$ cat config.mk
export PLATFORM = sky130hd
export DESIGN_NAME = tepf_chain
export DESIGN_NICKNAME = d
export VERILOG_FILES = /design/src/hw/rtl/tepf_pkg.sv /design/src/hw/rtl/tepf_cell.sv /design/src/hw/rtl/tepf_chain.sv
export SDC_FILE = /design/constraint.sdc
export NUM_CORES = 2
export LEC_CHECK = 0
export BUFFER_PORTS_ARGS = -buffer_cell sky130_fd_sc_hd__buf_2
export CAP_MARGIN = 20
export CORE_MARGIN = 3
export CORE_UTILIZATION = 45
export CTS_BUF_LIST = sky130_fd_sc_hd__clkbuf_4 sky130_fd_sc_hd__clkbuf_8
export CTS_CLUSTER_DIAMETER = 150
export DETAILED_ROUTE_END_ITERATION = 7
export REMOVE_ABC_BUFFERS = 1
export SYNTH_ARGS = -nofsm -noshare
export SYNTH_HDL_FRONTEND = slang
export SYNTH_HIERARCHICAL = 1
export SYNTH_SLANG_ARGS = --single-unit
export TNS_END_PERCENT = 1
$ cat constraint.sdc
create_clock -name clk -period 4 [get_ports clk]
set_clock_uncertainty 0.05 [all_clocks]
set_input_delay 0.6 -clock clk [delete_from_list [all_inputs] [get_ports clk]]
set_output_delay 0.6 -clock clk [all_outputs]
set_load 0.02 [all_outputs]
$ cat src/hw/rtl/tepf_pkg.sv
package tepf_pkg;

  localparam int unsigned NUM_TESTS = 18;

  typedef enum logic [1:0] {
    CLS_NONE = 2'd0,
    CLS_AB   = 2'd1,
    CLS_BC   = 2'd2,
    CLS_CA   = 2'd3
  } edge_cls_t;

  typedef enum logic {
    OP_LOAD  = 1'b0,
    OP_QUERY = 1'b1
  } op_t;

  // corner selects of one shared-edge test: j[s1]==i[n1], j[s2]==i[n2], j[d]!=i[m]
  typedef struct packed {
    logic [1:0] s1;
    logic [1:0] n1;
    logic [1:0] s2;
    logic [1:0] n2;
    logic [1:0] d;
    logic [1:0] m;
    edge_cls_t  cls;
  } edge_test_t;

  function automatic edge_test_t test_of(input logic [4:0] k);
    edge_test_t r;
    case (k)
      5'd0:  r = '{2'd0, 2'd0, 2'd1, 2'd1, 2'd2, 2'd2, CLS_AB};
      5'd1:  r = '{2'd0, 2'd1, 2'd1, 2'd0, 2'd2, 2'd2, CLS_AB};
      5'd2:  r = '{2'd0, 2'd0, 2'd2, 2'd1, 2'd1, 2'd2, CLS_AB};
      5'd3:  r = '{2'd0, 2'd1, 2'd2, 2'd0, 2'd1, 2'd2, CLS_AB};
      5'd4:  r = '{2'd1, 2'd0, 2'd2, 2'd1, 2'd0, 2'd2, CLS_AB};
      5'd5:  r = '{2'd1, 2'd1, 2'd2, 2'd0, 2'd0, 2'd2, CLS_AB};
      5'd6:  r = '{2'd0, 2'd1, 2'd1, 2'd2, 2'd2, 2'd0, CLS_BC};
      5'd7:  r = '{2'd0, 2'd2, 2'd1, 2'd1, 2'd2, 2'd0, CLS_BC};
      5'd8:  r = '{2'd0, 2'd1, 2'd2, 2'd2, 2'd1, 2'd0, CLS_BC};
      5'd9:  r = '{2'd0, 2'd2, 2'd2, 2'd1, 2'd1, 2'd0, CLS_BC};
      5'd10: r = '{2'd1, 2'd1, 2'd2, 2'd2, 2'd0, 2'd0, CLS_BC};
      5'd11: r = '{2'd1, 2'd2, 2'd2, 2'd1, 2'd0, 2'd0, CLS_BC};
      5'd12: r = '{2'd0, 2'd2, 2'd1, 2'd0, 2'd2, 2'd1, CLS_CA};
      5'd13: r = '{2'd0, 2'd0, 2'd1, 2'd2, 2'd2, 2'd1, CLS_CA};
      5'd14: r = '{2'd0, 2'd2, 2'd2, 2'd0, 2'd1, 2'd1, CLS_CA};
      5'd15: r = '{2'd0, 2'd0, 2'd2, 2'd2, 2'd1, 2'd1, CLS_CA};
      5'd16: r = '{2'd1, 2'd2, 2'd2, 2'd0, 2'd0, 2'd1, CLS_CA};
      5'd17: r = '{2'd1, 2'd0, 2'd2, 2'd2, 2'd0, 2'd1, CLS_CA};
      default: r = '{2'd0, 2'd0, 2'd0, 2'd0, 2'd0, 2'd0, CLS_NONE};
    endcase
    return r;
  endfunction

endpackage

$ cat src/hw/rtl/tepf_cell.sv
// One stage of the test chain: evaluates one shared-edge test and passes
// the running class and fourth node to its neighbor.
module tepf_cell #(
  parameter int unsigned NODE_BITS = 16,
  parameter logic [4:0]  TEST_ID   = 5'd0
) (
  input  logic                     clk,
  input  logic                     rst,
  input  logic                     in_valid,
  input  logic [3*NODE_BITS-1:0]   in_tri_i,
  input  logic [3*NODE_BITS-1:0]   in_tri_j,
  input  tepf_pkg::edge_cls_t      in_cls,
  input  logic [NODE_BITS-1:0]     in_fourth,
  output logic                     out_valid,
  output logic [3*NODE_BITS-1:0]   out_tri_i,
  output logic [3*NODE_BITS-1:0]   out_tri_j,
  output tepf_pkg::edge_cls_t      out_cls,
  output logic [NODE_BITS-1:0]     out_fourth
);
  localparam tepf_pkg::edge_test_t T = tepf_pkg::test_of(TEST_ID);

  logic [NODE_BITS-1:0] ti [3];
  logic [NODE_BITS-1:0] tj [3];
  logic                 hit;

  always_comb begin
    for (int k = 0; k < 3; k++) begin
      ti[k] = in_tri_i[k*NODE_BITS +: NODE_BITS];
      tj[k] = in_tri_j[k*NODE_BITS +: NODE_BITS];
    end
    hit = (tj[T.s1] == ti[T.n1]) && (tj[T.s2] == ti[T.n2]) && (tj[T.d] != ti[T.m]);
  end

  always_ff @(posedge clk) begin
    if (rst) begin
      out_valid <= 1'b0;
    end else begin
      out_valid <= in_valid;
    end
    out_tri_i  <= in_tri_i;
    out_tri_j  <= in_tri_j;
    out_cls    <= hit ? T.cls : in_cls;
    out_fourth <= hit ? tj[T.d] : in_fourth;
  end
endmodule

$ cat src/hw/rtl/tepf_chain.sv
// Row of cells, one per test in order; the last hit wins. Also carries j.
module tepf_chain #(
  parameter int unsigned NODE_BITS = 16,
  parameter int unsigned IDX_BITS  = 12
) (
  input  logic                   clk,
  input  logic                   rst,
  input  logic                   in_valid,
  input  logic [IDX_BITS-1:0]    in_j,
  input  logic [3*NODE_BITS-1:0] in_tri_i,
  input  logic [3*NODE_BITS-1:0] in_tri_j,
  output logic                   out_valid,
  output logic [IDX_BITS-1:0]    out_j,
  output tepf_pkg::edge_cls_t    out_cls,
  output logic [NODE_BITS-1:0]   out_fourth
);
  localparam int unsigned N = tepf_pkg::NUM_TESTS;

  logic                 v   [N+1];
  logic [3*NODE_BITS-1:0] ti [N+1];
  logic [3*NODE_BITS-1:0] tj [N+1];
  tepf_pkg::edge_cls_t  cl  [N+1];
  logic [NODE_BITS-1:0] fo  [N+1];
  logic [IDX_BITS-1:0]  jd  [N+1];

  assign v[0]  = in_valid;
  assign ti[0] = in_tri_i;
  assign tj[0] = in_tri_j;
  assign cl[0] = tepf_pkg::CLS_NONE;
  assign fo[0] = '0;
  assign jd[0] = in_j;

  for (genvar g = 0; g < N; g++) begin : g_cell
    tepf_cell #(.NODE_BITS(NODE_BITS), .TEST_ID(5'(g))) u_cell (
      .clk(clk), .rst(rst),
      .in_valid(v[g]), .in_tri_i(ti[g]), .in_tri_j(tj[g]),
      .in_cls(cl[g]), .in_fourth(fo[g]),
      .out_valid(v[g+1]), .out_tri_i(ti[g+1]), .out_tri_j(tj[g+1]),
      .out_cls(cl[g+1]), .out_fourth(fo[g+1])
    );
    always_ff @(posedge clk) begin
      jd[g+1] <= jd[g];
    end
  end

  assign out_valid  = v[N];
  assign out_cls    = cl[N];
  assign out_fourth = fo[N];
  assign out_j      = jd[N];
endmodule
After elaboration in Yosys (flattened, before gate mapping)
Index checks and enable logic that the tools add are counted.
{"block": "op_classes", "n_reduce_logical": 36, "eq_ne": 54, "n_mux": 18}
{"cell": "16-bit equality test", "count": 36}
{"cell": "16-bit != test", "count": 18}
{"cell": "16-bit 2-to-1 mux", "count": 17}
{"cell": "1-bit logical AND", "count": 36}
{"cell": "1-bit 2-to-1 mux", "count": 1}
{"block": "word_totals", "wordCells": 214, "output_inout_bits": 31, "reg_bits": 2190, "in_bits": 111}

Longest topological paths before layout
{"block": "depth", "depth_word": 4, "mapped_depth": 6, "depth_no_buf": 5}

Hierarchy
Netlist, hierarchy kept.
{"module": "tepf_cell", "area_per_inst_um2": 3081.7, "seq_area_each_um2": 2302.2, "n_inst": 18, "cells_per_inst": 199}
{"module": "tepf_chain", "area_per_inst_um2": 4418.0, "seq_area_each_um2": 4324.1, "n_inst": 1, "cells_per_inst": 229}

Worst setup path before layout
No wires, ideal clock.
{"block": "synth_timing", "path_type": "input -> register", "startpoint": "input in_tri_i[32]", "endpoint": "register g_cell[0].u_cell.out_fourth[10]", "setup_ns": 0.121, "n_path_buf": 1, "arrival_ns": 1.776, "stages": 6, "required_time_ns": 3.829, "setup_slack_ns": 2.053, "cell_sequence": "xor2_1 nor4_1 nand4_1 nand3_2 buf_6 mux2_4"}
{"block": "synth_between", "elab_chain_len": 2}
{"element": "from (decl)", "line_no": "tepf_chain.sv:10", "rtl": "input logic [3*NODE_BITS-1:0] in_tri_i,"}
{"element": "16-bit != test", "line_no": "tepf_cell.sv:31", "rtl": "hit = (tj[T.s1] == ti[T.n1]) && (tj[T.s2] == ti[T.n2]) && (tj[T.d] != ti[T.m]);"}
{"element": "1-bit logical AND", "line_no": "tepf_cell.sv:31"}
{"element": "to (signal assigned)", "line_no": "tepf_cell.sv:43", "rtl": "out_fourth <= hit ? tj[T.d] : in_fourth;"}
{"element": "to (decl)", "line_no": "tepf_cell.sv:18", "rtl": "output logic [NODE_BITS-1:0] out_fourth"}
No other way between the ends.
A chain may end at the register's enable or synchronous reset.

Worst setup path after layout
{"block": "layout_timing", "startpoint": "input in_tri_i[32]", "endpoint": "register g_cell[0].u_cell.out_fourth[3]"}
The elaborated chain is that of the path after synthesis.

==> impl_metrics.csv <==
group,metric,value,unit
worst_setup_path,slowest_delay,0.88,ns
clock_tree,clock-sinks,2190,
die,die-area,0.133,mm2
sta,fin_tns_setup,0,ns
die,pin_count,142,
route,via_per_inst,4.16,
worst_setup_path,cp.depth,7,
sta,fmax,369,MHz
global_routing,antenna_found_initial,1,
synth,avgSynthCellArea,15.6,um2
worst_setup_path,r2r-start,"g_cell[0].u_cell/out_tri_i[34]",
die,die_w,365,um
finish,drive_above_1_share,23.8,%
sta,setup_viol,0,
clock_tree,htreeDepth,5,
clock_tree,clockBufferDepth,4,
finish,area.growth.synth_to_final,18.9,%
route,drt-pass1-iter-count,4,
synth,syn_inst,3715,
worst_setup_path,reg2reg_depth,5,
worst_setup_path,cp_slowest_cell,"nor4_1",
route,drtAntennaViolNets,0,
worst_setup_path,worst-path-max-fanout,18,
global_routing,grt_pass1_wl,173000,um
sta,min_period_over_period,67.7,%
sta,tightestPinTransition,1.03,ns
power_and_ir_drop,ir_drop,0.000364,V
clock_tree,cts_tree,"yes",
place,io_buffers,141,
sta,post-route-min-period,2.71,ns
place,dp_hpwl,87700,um
worst_setup_path,arrival,3.47,ns
global_routing,grt_pass1_vias,28400,
clock_tree,root_buffer,"clkbuf_8",
worst_setup_path,crit_start,"in_tri_i[32]",
worst_setup_path,critPathKind,"in -> reg",
finish,num-nets-final,4414,
sta,rsz0062_at_grt,"false",
synth,yosys_warnings,6,
synth,syn_area,0.0580,mm2
global_routing,grt_usage,17.5,%
power_and_ir_drop,p_leak,28.2,nW
worst_setup_path,reg2reg_slack,1.30,ns
route,initialDrtViolationCount,738,
global_routing,overflow,0,
clock_tree,post_cts_buffers,0,
route,wirelength,116000,um
power_and_ir_drop,p_total,0.0445,W
die,dieHeight,365,um
place,place_congestion,0.853,
worst_setup_path,endpoint_kind,"flop",
run,maxCapViolCount,0,
hold_path,min_path_type,"in -> reg",
power_and_ir_drop,powerDensity,645,mW/mm2
worst_setup_path,crit_path_start_kind,"input pin",
sta,slew_viol_final,0,
sta,hold_viol,0,
status,status,"finished, final reports clean",
clock_tree,cts_buffers,344,
route,drc,0,
sta,max_slew_margin,30.9,%
worst_setup_path,cp-endpoint,"g_cell[0].u_cell/out_fourth[3]",
worst_setup_path,crit_family,"simple AND/OR/NAND/NOR gates",
die,initial_utilization,45.4,%
clock_tree,clock_latency,0.97,ns
worst_setup_path,path_buf_inv,2,
global_routing,grt_max_degree,19,
die,rows,131,
route,vias,25800,
worst_setup_path,worstPathRequired,4.76,ns
worst_setup_path,crit_chain,"dlygate4sd3_1, buf_2, xor2_1, nor4_1, nand4_1, nand3_2, mux2_2",
die,core_area,0.128,mm2
route,drt-wirelength-per-cell,18.7,um
clock_tree,clkTransAtPathRegs,0.06,ns
worst_setup_path,rr_endpoint,"g_cell[1].u_cell/out_fourth[2]",
==> per-layer routing <==
layer	vias up	share of wire [%]	track usage [%]
met5	-	0	0
li1	13400	-	-
met3	235	3.8	4.43
met4	0	4.1	8.56
met2	555	54	33.3
met1	11600	38	17.6
==> how the worst min path moves through the flow <==
| stage | startpoint | endpoint | depth (start not counted) |
|---|---|---|---|
| final | in_tri_j[20] | g_cell[0].u_cell/out_tri_j[20] | 2 |
| after global routing | in_j[9] | jd[213] | 2 |
| after CTS | in_tri_i[26] | g_cell[0].u_cell/out_tri_i[26] | 2 |
| after detailed placement | jd[115] | jd[103] | 0 |
| after global placement | jd[58] | jd[46] | 0 |
| after floorplan | jd[112] | jd[100] | 0 |
==> stage by stage <==
step | utilization (%) | worst slack (ns) | hold WS [ns] | cells | instance area, um2
4_1_cts | 54.0 | 1.19 | 0.0916 | 6202 | 68900
2_1_floorplan | - | 2.03 | 0.260 | 3702 | 57700
3_3_place_gp | 47.4 | 0.959 | 0.259 | 5508 | 60500
3_5_place_dp | 47.4 | 0.973 | 0.262 | 5508 | 60500
5_1_grt | 54.0 | 1.25 | 0.127 | 6204 | 68900
6_report | 54.0 | 1.29 | 0.236 | 6204 | 68900
==> what timing repair did <==
action                    in CTS  in global routing
hold endpoints to repair     142                  0
hold buffers                 111                  0
gates resized for setup        0                  0
==> cell usage in the layout, fill, tap and decap left out, types with 24 or more instances in the layout <==
| cell | instances |
|---|---|
| nor4_1 | 72 |
| buf_2 | 141 |
| nand4_1 | 162 |
| dlygate4sd3_1 | 111 |
| xnor2_1 | 576 |
| dfxtp_1 | 2190 |
| nor4_2 | 36 |
| or2b_1 | 24 |
| clkbuf_4 | 102 |
| mux2_2 | 144 |
| mux2_4 | 144 |
| clkbuf_8 | 434 |
| xor2_1 | 288 |
| clkinv_2 | 29 |
==> cell type report <==
cell class / count / area, um2
diodes: 2 / 5.00
clock buffers: 536 / 6740
clock inverters: 47 / 532
fillers: 10500 / 58800
multi-input cells: 1512 / 13900
flip-flops and latches: 2190 / 43800
well taps: 1662 / 2080
repair buffers: 255 / 1840
==> sequential cells by signal (all words and copies together), names as in the netlist <==
signal,cells
g_cell.u_cell/out_tri_i,816
out_j,12
g_cell.u_cell/out_valid,18
g_cell.u_cell/out_cls,36
g_cell.u_cell/out_fourth,288
jd,204
g_cell.u_cell/out_tri_j,816
==> where the power goes <==
group | internal [W] | total (W) | switching, W
registers | 0.0230 | 0.0238 | 0.000792
logic | 0.000811 | 0.00143 | 0.000621
clock network | 0.0114 | 0.0193 | 0.00790
No activity file was read; power rests on OpenSTA's default activity.
